==> config.mk <==
export PLATFORM = sky130hd
export DESIGN_NAME = four_neighbour_outline_recolour
export DESIGN_NICKNAME = d
export VERILOG_FILES = /design/src/sv/fnor_pkg.sv /design/src/sv/fnor_linebuf.sv /design/src/sv/fnor_seq.sv /design/src/sv/fnor_recolour.sv /design/src/sv/four_neighbour_outline_recolour.sv
export SDC_FILE = /design/constraint.sdc
export NUM_CORES = 2
export LEC_CHECK = 0
export ABC_AREA = 1
export BUFFER_PORTS_ARGS = -buffer_cell sky130_fd_sc_hd__buf_2
export CORE_UTILIZATION = 50
export DETAILED_ROUTE_END_ITERATION = 7
export GPL_TIMING_DRIVEN = 0
export PLACE_DENSITY = 0.67
export SYNTH_ARGS = -nofsm -noshare
export SYNTH_HDL_FRONTEND = slang
export SYNTH_SLANG_ARGS = --single-unit
==> constraint.sdc <==
create_clock -name clk -period 9.6 [get_ports clk]
set_clock_uncertainty 0.15 [all_clocks]
set_input_delay 0.48 -clock clk [delete_from_list [all_inputs] [get_ports clk]]
set_output_delay 0.48 -clock clk [all_outputs]
set_load 0.02 [all_outputs]
==> src/sv/fnor_pkg.sv <==
// ============================================================================
// fnor_pkg
// Shared sizes, codes and control bundles of the outline recolouring block.
// ============================================================================
`default_nettype none

package fnor_pkg;

  // Canvas limits
  localparam int MAX_WIDTH  = 64;
  localparam int MAX_HEIGHT = 64;

  // Derived widths
  localparam int COL_W  = $clog2(MAX_WIDTH);        // column index
  localparam int WSZ_W  = $clog2(MAX_WIDTH + 1);    // effective width
  localparam int ROW_W  = $clog2(MAX_HEIGHT + 1);   // input row, up to height
  localparam int OROW_W = $clog2(MAX_HEIGHT);       // output row index

  // Fixed field widths
  localparam int PIX_W      = 8;
  localparam int SIZE_W     = 7;
  localparam int CFG_ADDR_W = 3;
  localparam int CFG_DATA_W = 8;

  // Register indexes of the configuration port
  typedef enum logic [CFG_ADDR_W-1:0] {
    REG_OUTLINE_EN = 3'd0,
    REG_WIDTH      = 3'd1,
    REG_HEIGHT     = 3'd2,
    REG_INTERIOR   = 3'd3,
    REG_BORDER     = 3'd4
  } reg_idx_t;

  // Input request kinds
  typedef enum logic {
    OP_PIXEL = 1'b0,
    OP_DRAIN = 1'b1
  } opcode_t;

  // Line memory access for one request
  typedef struct packed {
    logic             rd_en;
    logic             wr_en;
    logic [COL_W-1:0] rd_col;
    logic [COL_W-1:0] wr_col;
  } mem_ctl_t;

  // Result bookkeeping for one request
  typedef struct packed {
    logic             emit;
    logic             off_edge;
    logic             last;
    logic [PIX_W-1:0] below;
  } emit_info_t;

  // Colour settings
  typedef struct packed {
    logic             outline_en;
    logic [PIX_W-1:0] interior;
    logic [PIX_W-1:0] border;
  } colour_cfg_t;

endpackage

`default_nettype wire

==> src/sv/fnor_linebuf.sv <==
// ============================================================================
// fnor_linebuf
// Line memory holding the two latest rows per column, read one column ahead,
// plus the history registers that form the three-wide window.
// ============================================================================
`default_nettype none

module fnor_linebuf
  import fnor_pkg::*;
(
  input  wire logic                 clk,
  input  wire mem_ctl_t             ctl,
  input  wire logic [PIX_W-1:0]     pix,
  output logic      [2*PIX_W-1:0]   rd_data,   // {older row, newer row} of column ahead
  output logic      [2*PIX_W-1:0]   hist1,     // same, one request earlier
  output logic      [PIX_W-1:0]     hist2_lo   // newer row, two requests earlier
);

  logic [2*PIX_W-1:0] line_mem [MAX_WIDTH];
  logic [2*PIX_W-1:0] rd_data_r;
  logic [2*PIX_W-1:0] hist1_r;
  logic [PIX_W-1:0]   hist2_r;
  logic [2*PIX_W-1:0] wr_data;
  logic               fwd;

  // Shift the column's newer value into the older half, add the new pixel
  assign wr_data = {rd_data_r[PIX_W-1:0], pix};
  // A one-column canvas reads the entry it writes in the same cycle
  assign fwd     = ctl.wr_en && (ctl.rd_col == ctl.wr_col);

  // Write the updated column
  always_ff @(posedge clk) begin
    if (ctl.wr_en) begin
      line_mem[ctl.wr_col] <= wr_data;
    end
  end

  // Read ahead and advance the window history
  always_ff @(posedge clk) begin
    if (ctl.rd_en) begin
      if (fwd) begin
        rd_data_r <= wr_data;
      end else begin
        rd_data_r <= line_mem[ctl.rd_col];
      end
      hist1_r <= rd_data_r;
      hist2_r <= hist1_r[PIX_W-1:0];
    end
  end

  assign rd_data  = rd_data_r;
  assign hist1    = hist1_r;
  assign hist2_lo = hist2_r;

endmodule

`default_nettype wire

==> src/sv/fnor_seq.sv <==
// ============================================================================
// fnor_seq
// Configuration registers and raster counters; decides per request whether
// it writes the line memory, reads ahead and produces a result.
// ============================================================================
`default_nettype none

module fnor_seq
  import fnor_pkg::*;
(
  input  wire logic                  clk,
  input  wire logic                  rst_n,
  input  wire logic                  cfg_we,
  input  wire logic [CFG_ADDR_W-1:0] cfg_addr,
  input  wire logic [CFG_DATA_W-1:0] cfg_wdata,
  input  wire logic                  accept,
  input  wire logic                  opcode,
  input  wire logic [PIX_W-1:0]      pix,
  output mem_ctl_t                   mem_ctl,
  output emit_info_t                 info,
  output colour_cfg_t                ccfg
);

  // Configuration
  logic              outline_en_r;
  logic [SIZE_W-1:0] width_r;
  logic [SIZE_W-1:0] height_r;
  logic [PIX_W-1:0]  interior_r;
  logic [PIX_W-1:0]  border_r;

  // Raster position
  logic [COL_W-1:0]  in_col_r,  in_col_nxt;
  logic [ROW_W-1:0]  in_row_r,  in_row_nxt;
  logic [COL_W-1:0]  out_col_r, out_col_nxt;
  logic [OROW_W-1:0] out_row_r, out_row_nxt;

  logic [WSZ_W-1:0]  w_eff;
  logic [ROW_W-1:0]  h_eff;
  logic              pix_ok, drain_ok, active, emit, last, off_edge;
  logic              in_col_end, out_col_end;
  logic [COL_W-1:0]  cur_col, ahead_col;
  logic              restart;

  // Clamp sizes into 1..max
  always_comb begin
    if (width_r == '0) begin
      w_eff = WSZ_W'(1);
    end else if (32'(width_r) > 32'(MAX_WIDTH)) begin
      w_eff = WSZ_W'(MAX_WIDTH);
    end else begin
      w_eff = WSZ_W'(width_r);
    end
    if (height_r == '0) begin
      h_eff = ROW_W'(1);
    end else if (32'(height_r) > 32'(MAX_HEIGHT)) begin
      h_eff = ROW_W'(MAX_HEIGHT);
    end else begin
      h_eff = ROW_W'(height_r);
    end
  end

  // Configuration writes
  always_ff @(posedge clk) begin
    if (!rst_n) begin
      outline_en_r <= 1'b0;
      width_r      <= SIZE_W'(8);
      height_r     <= SIZE_W'(8);
      interior_r   <= '0;
      border_r     <= '0;
    end else if (cfg_we) begin
      unique case (reg_idx_t'(cfg_addr))
        REG_OUTLINE_EN: outline_en_r <= cfg_wdata[0];
        REG_WIDTH:      width_r      <= cfg_wdata[SIZE_W-1:0];
        REG_HEIGHT:     height_r     <= cfg_wdata[SIZE_W-1:0];
        REG_INTERIOR:   interior_r   <= cfg_wdata;
        REG_BORDER:     border_r     <= cfg_wdata;
        default:        ;
      endcase
    end
  end

  // Classify the request
  assign pix_ok   = (opcode_t'(opcode) == OP_PIXEL) && (in_row_r < h_eff);
  assign drain_ok = (opcode_t'(opcode) == OP_DRAIN) && (in_row_r >= h_eff);
  assign active   = accept && (pix_ok || drain_ok);
  assign emit     = pix_ok ? (in_row_r != '0) : drain_ok;

  assign in_col_end  = (WSZ_W'(in_col_r)  == w_eff - WSZ_W'(1));
  assign out_col_end = (WSZ_W'(out_col_r) == w_eff - WSZ_W'(1));

  // Drains continue the raster one row past the frame, at the output column
  assign cur_col   = pix_ok ? in_col_r : out_col_r;
  assign ahead_col = ((WSZ_W'(cur_col) == w_eff - WSZ_W'(1))) ? '0 : cur_col + COL_W'(1);

  assign last     = out_col_end && (ROW_W'(out_row_r) == h_eff - ROW_W'(1));
  assign off_edge = (out_col_r != '0) && (WSZ_W'(out_col_r) + WSZ_W'(1) < w_eff) &&
                    (out_row_r != '0) && (ROW_W'(out_row_r) + ROW_W'(1) < h_eff);

  assign mem_ctl.rd_en  = active;
  assign mem_ctl.wr_en  = accept && pix_ok;
  assign mem_ctl.rd_col = ahead_col;
  assign mem_ctl.wr_col = in_col_r;

  assign info.emit     = active && emit;
  assign info.off_edge = off_edge;
  assign info.last     = last;
  assign info.below    = pix_ok ? pix : '0;

  assign ccfg.outline_en = outline_en_r;
  assign ccfg.interior   = interior_r;
  assign ccfg.border     = border_r;

  // Size writes and the final result restart the frame
  assign restart = (cfg_we && ((reg_idx_t'(cfg_addr) == REG_WIDTH) ||
                               (reg_idx_t'(cfg_addr) == REG_HEIGHT))) ||
                   (active && emit && last);

  // Advance the raster counters
  always_comb begin
    in_col_nxt  = in_col_r;
    in_row_nxt  = in_row_r;
    out_col_nxt = out_col_r;
    out_row_nxt = out_row_r;
    if (restart) begin
      in_col_nxt  = '0;
      in_row_nxt  = '0;
      out_col_nxt = '0;
      out_row_nxt = '0;
    end else begin
      if (accept && pix_ok) begin
        if (in_col_end) begin
          in_col_nxt = '0;
          in_row_nxt = in_row_r + ROW_W'(1);
        end else begin
          in_col_nxt = in_col_r + COL_W'(1);
        end
      end
      if (active && emit) begin
        if (out_col_end) begin
          out_col_nxt = '0;
          out_row_nxt = out_row_r + OROW_W'(1);
        end else begin
          out_col_nxt = out_col_r + COL_W'(1);
        end
      end
    end
  end

  always_ff @(posedge clk) begin
    if (!rst_n) begin
      in_col_r  <= '0;
      in_row_r  <= '0;
      out_col_r <= '0;
      out_row_r <= '0;
    end else begin
      in_col_r  <= in_col_nxt;
      in_row_r  <= in_row_nxt;
      out_col_r <= out_col_nxt;
      out_row_r <= out_row_nxt;
    end
  end

  // The final result of a frame returns all counters to the start
  a_last_restarts: assert property (@(posedge clk) disable iff (!rst_n)
    (active && emit && last) |=> (in_row_r == '0) && (out_row_r == '0) && (out_col_r == '0))
    else $error("frame did not restart after its final result");

  // Input never runs past the last row of the frame
  a_row_bound: assert property (@(posedge clk) disable iff (!rst_n)
    !cfg_we |-> (in_row_r <= h_eff))
    else $error("input row beyond canvas height");

  // Read-ahead and write hit the same column only on a one-column canvas
  a_fwd_only_narrow: assert property (@(posedge clk) disable iff (!rst_n)
    (mem_ctl.wr_en && (w_eff != WSZ_W'(1))) |-> (mem_ctl.rd_col != mem_ctl.wr_col))
    else $error("read-ahead collides with write on a wide canvas");

endmodule

`default_nettype wire

==> src/sv/fnor_recolour.sv <==
// ============================================================================
// fnor_recolour
// Window stage and output register: colours one pixel from it and its four
// neighbours and holds the result until the receiver takes it.
// ============================================================================
`default_nettype none

module fnor_recolour
  import fnor_pkg::*;
(
  input  wire logic                clk,
  input  wire logic                rst_n,
  input  wire logic                accept,
  input  wire emit_info_t          info,
  input  wire colour_cfg_t         ccfg,
  input  wire logic [2*PIX_W-1:0]  rd_data,
  input  wire logic [2*PIX_W-1:0]  hist1,
  input  wire logic [PIX_W-1:0]    hist2_lo,
  input  wire logic                out_ready,
  output logic                     out_valid,
  output logic      [PIX_W-1:0]    out_pixel,
  output logic                     out_last,
  output logic                     take_ready
);

  // Window stage
  logic              s1_v_r, s1_v_nxt;
  logic              s1_off_edge_r;
  logic              s1_last_r;
  logic [PIX_W-1:0]  s1_below_r;

  // Output register
  logic              out_v_r, out_v_nxt;
  logic [PIX_W-1:0]  out_pix_r;
  logic              out_last_r;

  logic              move;
  logic [PIX_W-1:0]  centre, left, right, up, colour;

  assign move       = s1_v_r && (!out_v_r || out_ready);
  assign take_ready = !s1_v_r || !out_v_r || out_ready;

  // Neighbours from the line memory window
  assign centre = hist1[PIX_W-1:0];
  assign up     = hist1[2*PIX_W-1:PIX_W];
  assign left   = hist2_lo;
  assign right  = rd_data[PIX_W-1:0];

  // Pick the colour
  always_comb begin
    if (!ccfg.outline_en) begin
      colour = centre;
    end else if (s1_off_edge_r && (left != '0) && (right != '0) && (up != '0) &&
                 (s1_below_r != '0)) begin
      colour = ccfg.border;
    end else if (centre != '0) begin
      colour = ccfg.interior;
    end else begin
      colour = '0;
    end
  end

  // Stage handshake
  always_comb begin
    s1_v_nxt = s1_v_r;
    if (accept) begin
      s1_v_nxt = info.emit;
    end else if (move) begin
      s1_v_nxt = 1'b0;
    end
    out_v_nxt = out_v_r;
    if (move) begin
      out_v_nxt = 1'b1;
    end else if (out_ready) begin
      out_v_nxt = 1'b0;
    end
  end

  always_ff @(posedge clk) begin
    if (!rst_n) begin
      s1_v_r  <= 1'b0;
      out_v_r <= 1'b0;
    end else begin
      s1_v_r  <= s1_v_nxt;
      out_v_r <= out_v_nxt;
    end
  end

  // Capture payloads
  always_ff @(posedge clk) begin
    if (accept) begin
      s1_off_edge_r <= info.off_edge;
      s1_last_r     <= info.last;
      s1_below_r    <= info.below;
    end
    if (move) begin
      out_pix_r  <= colour;
      out_last_r <= s1_last_r;
    end
  end

  assign out_valid = out_v_r;
  assign out_pixel = out_pix_r;
  assign out_last  = out_last_r;

  // A waiting window result survives a stalled output
  a_s1_held: assert property (@(posedge clk) disable iff (!rst_n)
    (s1_v_r && out_v_r && !out_ready) |=> s1_v_r)
    else $error("window result dropped while output stalled");

  // A new request never lands on a window stage that cannot drain
  a_no_overrun: assert property (@(posedge clk) disable iff (!rst_n)
    accept |-> (!s1_v_r || move))
    else $error("request accepted over a blocked window stage");

endmodule

`default_nettype wire

==> src/sv/four_neighbour_outline_recolour.sv <==
// ============================================================================
// four_neighbour_outline_recolour
// Outline recolouring of a raster canvas using a one-column-ahead line memory.
// ============================================================================
// Usage:
//   in_*  carries one request per beat: in_tuser[0] selects a pixel (0) or a
//         drain (1), in_tdata holds the pixel value. After each frame send
//         canvas_width drain requests to flush the last row.
//   out_* returns recoloured pixels in raster order; out_tlast marks the
//         final pixel of the canvas.
//   cfg_* writes one register per cycle; the user writes only while the block
//         is idle (not enforced); writing the width or height restarts the frame.
// Throughput: one request per cycle while out_tready is high; the line memory
//   takes one read per request and one write per pixel request.
// Result path: the request carrying the pixel one row below (or the matching
//   drain) yields the pixel's result via the window stage, then the output register.
// Reset: loads configuration defaults and clears counters and valid flags;
//   the line memory is not cleared: each entry is written in a frame before use.
// Stall: when out_tready is low the result holds in the output register, one
//   more waits in the window stage, and in_tready drops until space frees.
// ============================================================================
`default_nettype none

module four_neighbour_outline_recolour
  import fnor_pkg::*;
(
  input  wire logic                  clk,
  input  wire logic                  rst_n,
  // Input requests
  input  wire logic                  in_tvalid,
  output logic                       in_tready,
  input  wire logic [7:0]            in_tdata,   // [7:0] pixel_value
  input  wire logic [0:0]            in_tuser,   // [0] opcode
  // Results
  output logic                       out_tvalid,
  input  wire logic                  out_tready,
  output logic      [7:0]            out_tdata,  // [7:0] out_pixel
  output logic                       out_tlast,  // last_pixel
  // Configuration
  input  wire logic                  cfg_we,
  input  wire logic [CFG_ADDR_W-1:0] cfg_addr,
  input  wire logic [CFG_DATA_W-1:0] cfg_wdata
);

  logic               accept;
  logic               take_ready;
  mem_ctl_t           mem_ctl;
  emit_info_t         info;
  colour_cfg_t        ccfg;
  logic [2*PIX_W-1:0] rd_data;
  logic [2*PIX_W-1:0] hist1;
  logic [PIX_W-1:0]   hist2_lo;

  assign in_tready = take_ready;
  assign accept    = in_tvalid && take_ready;

  fnor_seq u_seq (
    .clk       (clk),
    .rst_n     (rst_n),
    .cfg_we    (cfg_we),
    .cfg_addr  (cfg_addr),
    .cfg_wdata (cfg_wdata),
    .accept    (accept),
    .opcode    (in_tuser[0]),
    .pix       (in_tdata[PIX_W-1:0]),
    .mem_ctl   (mem_ctl),
    .info      (info),
    .ccfg      (ccfg)
  );

  fnor_linebuf u_linebuf (
    .clk      (clk),
    .ctl      (mem_ctl),
    .pix      (in_tdata[PIX_W-1:0]),
    .rd_data  (rd_data),
    .hist1    (hist1),
    .hist2_lo (hist2_lo)
  );

  fnor_recolour u_recolour (
    .clk        (clk),
    .rst_n      (rst_n),
    .accept     (accept),
    .info       (info),
    .ccfg       (ccfg),
    .rd_data    (rd_data),
    .hist1      (hist1),
    .hist2_lo   (hist2_lo),
    .out_ready  (out_tready),
    .out_valid  (out_tvalid),
    .out_pixel  (out_tdata),
    .out_last   (out_tlast),
    .take_ready (take_ready)
  );

endmodule

`default_nettype wire
==> results.yml <==
route:
  routed_wirelength_um: 198700
  number_of_vias_per_cell_after_detailed_routing: 6.177
  drt_first_iter_violations: 6676
  route.vias.total: 39260
  route.antenna.remaining_nets: 0
  post-route-drc-count: 0
  route.detailed.wl_per_inst_um: 31.27
  drt_first_pass_iters: 6
sta:
  layout_min_cycle_time_ps: 6630
  final_min_period_over_clock_period_pct: 69.06
  setup_total_negative_slack_ps: 0
  slew_headroom_pct: 8.418
  finalHoldViolations: 0
  max_freq_mhz: 150.8
  tightestPinTransition_ps: 1374
  grt_setup_unrepaired: "no"
  holdWs_ps: 31.29
  maxSlewViolCount: 0
  total_setup_violations_reported_at_the_end_of_the_flow: 0
pwr:
  power_frac_comb_pct: 11.4
  netSwitchingFraction_pct: 26.38
  clkPwrFrac_pct: 40.1
  p_switching_mw: 3.025
  pwr-share-seq_pct: 48.4
  peakVddDrop_v: 0.0001764
  static-leakage-power_nw: 22.22
  power-per-cell-area_nw_per_um2: 195.7
  power_report.internal_total_mw: 8.441
critical_path:
  critical_path_arrival_ps: 6950
  crit_path_max_fanout: 11
  worst_ep_required_time_ps: 9920
  critical_path.endpoint_type: "flop"
  worst_r2r_path_depth: 25
  worstSetupPathType: "flop to flop"
  critPathLaunchType: "flop"
layout:
  n_fill_cell: 8335
  nNetsFinal: 4946
  final_layout_size_suffix_gt1_share_pct: 10.92
  layout_area_growth_over_synthesis_pct: 15.46
min_path:
  hold_path_class: "primary input to flop"
  holdPathStages: 1
grt:
  largest_net_degree_at_the_start_of_global_routing: 67
  groute.layer.met2.usage_pct: 55.32
  grt_remaining_overflow: 0
  via_count_of_the_first_global_routing_pass: 36130
  grt_most_used_layer: "met2"
  grt_first_pass_wirelength_um: 271600
  use_met3_pct: 11.74
  antenna_found_initial: 13
  global_route.usage.met1_pct: 50.52
  grt_use_total_pct: 38.38
floorplanning:
  die_x_um: 320.6
  die_area_um2: 102800
  floorplan.die.height_um: 320.6
  floorplan.initialDensity_pct: 50.60
  design.core.area_um2: 100300
  design.portCount: 36
  num_rows: 116
clock_tree:
  ctsHtreeMaxLevel: 3
  tritoncts: "built"
  clock-root-buffer: "clkbuf_16"
  clock_sinks: 1141
  clk-insertion-delay-late_ps: 740
  cts.reportedPaths.clkPinSlew_ps: 60
  numCtsBuffers: 119
  post-cts-setup-buffers: 0
  cts_max_path_buffers: 3
yosys:
  async_reset_ff_share_pct: 0
  ys.flop_type: "edfxtp_1"
  ys_ff_latch: 1141
  syn_area_um2: 50750
  synth_area_per_cell_um2: 10.93
  netlist-cell-type-count: 41
  synth-edff-count: 1083
  post_synth_inst_count: 4642
  postSynthNetCount: 4698
  ys_warn_count: 0
  synth.yosys.seq_area_share_pct: 66.37
run:
  max-cap-violations: 0
placement:
  port-buffer-count: 35
  gp_congestion: 1.040
  place_hpwl_um: 140500
outcome:
  run_status: "complete, no violations"
layout by cell type, fill, tap and decap left out, types with 5 or more instances in the layout:
| cell type | synthesis | routed |
|---|---|---|
| nand4_1 | 18 | 18 |
| buf_2 | 106 | 133 |
| inv_1 | 579 | 579 |
| o21ai_0 | 117 | 117 |
| buf_1 | 26 | 26 |
| or2_2 | 64 | 64 |
| clkinv_2 | 0 | 21 |
| buf_8 | 0 | 23 |
| clkbuf_1 | 133 | 148 |
| nand2_1 | 566 | 565 |
| nor2_1 | 294 | 231 |
| buf_12 | 0 | 10 |
| nor2_4 | 0 | 31 |
| buf_16 | 0 | 39 |
| buf_4 | 16 | 27 |
| o2111ai_1 | 21 | 21 |
| a22oi_1 | 5 | 5 |
| edfxtp_1 | 1083 | 1083 |
| buf_6 | 4 | 5 |
| xor2_1 | 26 | 26 |
| o211ai_1 | 9 | 9 |
| dfxtp_1 | 58 | 58 |
| clkinvlp_4 | 0 | 6 |
| nand3_1 | 1061 | 1061 |
| nand3b_1 | 332 | 332 |
| bufinv_16 | 0 | 11 |
| clkbuf_16 | 0 | 122 |
| nor2_2 | 0 | 32 |
| diode_2 | 0 | 8 |
| dlygate4sd3_1 | 0 | 16 |
| nor4_1 | 8 | 7 |
| nor3_1 | 18 | 18 |
| a21oi_1 | 31 | 31 |
| clkinv_1 | 5 | 47 |
| ha_1 | 31 | 31 |
layout make-up:
class	count	area [um2]	share of cell area [%]
clock inverter	85	689.4	1.177
sequential	1141	33680	57.48
timing repair buffer	127	2008	3.427
clock buffer	137	3109	5.306
tap	1357	1698	2.898
inverter	588	2207	3.767
buffer	285	1292	2.206
antenna	8	20.02	0.03416
multi-input combinational	2628	13890	23.71
critical path: stages, from the launching register on:
cell      delay, ps
dfxtp_1         310
clkbuf_1        280
nor2_1           80
o21ai_0         350
inv_1           170
ha_1            200
nand3b_1        150
nand2_1          90
nand2_2         150
nand3_4         180
nand2_1          90
nand2_1         210
clkbuf_1        530
ha_1            300
xnor2_1         130
clkinv_1        300
nand2_4         290
buf_2           500
buf_2           500
nand3_1         430
nand3_1         250
nand3_1         180
nand3_1         190
nand2_1         160
nand2_1          90
nand2_1          60
synth_stat cells, drive strengths merged, types with 3 or more instances:
cell type	n	area, um2
o21ai	118	594.3
nand2	571	2166
o2111ai	21	183.9
edfxtp	1083	32520
a22oi	5	37.54
clkinv	5	18.77
buf	152	793.3
nand4	18	112.6
nor3b	3	22.52
a21oi	32	171.4
dfxtp	58	1161
nor4	8	50.05
ha	31	387.9
nor3	19	106.4
o211ai	9	67.56
xor2	26	227.7
nand3b	332	2492
or2	64	400.4
a211oi	3	22.52
clkbuf	133	499.2
nand3	1063	5338
nor2	294	1104
inv	583	2188
routing by layer:
layer | up-vias | wire (um) | share of wire (%)
met5 | - | 110 | 0.055
met4 | 18 | 14880 | 7.5
met3 | 642 | 26730 | 13
met2 | 2915 | 83880 | 42
met1 | 19050 | 73140 | 37
li1 | 16640 | - | -
power by group through the flow:
stage	logic (mW)	registers [mW]	clock network, mW
6_report	1.31	5.55	4.60
5_1_grt	1.33	5.55	4.77
4_1_cts	1.25	5.55	4.57
3_5_place_dp	1.24	5.66	0
3_3_place_gp	1.05	5.76	0
2_1_floorplan	0.547	5.67	0
worst paths after layout:
kind                                            start                        end  slack [ps]
worst min-delay path                      in_tdata[2]  u_linebuf.line_mem[10][2]          30
worst max register to register      u_seq.height_r[6]      u_linebuf.rd_data[11]        2970
worst max-delay path                u_seq.height_r[6]      u_linebuf.rd_data[11]        2970
worst min register to register  u_linebuf.rd_data[11]        u_linebuf.hist1[11]         270
stage by stage:
step | std cells | cell area (um2) | setup WS [ps] | power, mW | utilization [%]
3_5_place_dp | 6110 | 54620 | 3232 | 6.897 | 54.46
5_1_grt | 6348 | 58580 | 2672 | 11.66 | 58.41
3_3_place_gp | 6034 | 52620 | 2237 | 6.812 | 52.47
4_1_cts | 6348 | 58580 | 3195 | 11.37 | 58.41
2_1_floorplan | 4642 | 50750 | 5126 | 6.222 | -
6_report | 6356 | 58600 | 2970 | 11.47 | 58.43
timing repair:
item / in CTS / in global routing
hold endpoints to repair: 32 / 0
hold buffers: 16 / 0
gates resized for setup: 0 / 0
sequential cells by signal (all words and copies together) (netlist names), 6 cells and up:
signal	count
u_linebuf.hist1	16
u_linebuf.hist2_lo	8
u_linebuf.line_mem	1024
u_linebuf.rd_data	16
u_recolour.out_pixel	8
u_recolour.s1_below_r	8
u_seq.border_r	8
u_seq.height_r	7
u_seq.in_col_r	6
u_seq.in_row_r	7
u_seq.interior_r	8
u_seq.out_col_r	6
u_seq.out_row_r	6
u_seq.width_r	7
logic make-up after synthesis:
group           Yosys count  synth area share [%]
compound gates          196                 2.239
xor+xnor                 28                0.4832
buf+inv                 873                 6.896
fa+ha+maj                31                0.7643
flops                  1141                 66.37
simple gates           2373                 23.25
No activity file was read; power rests on OpenSTA's default activity.
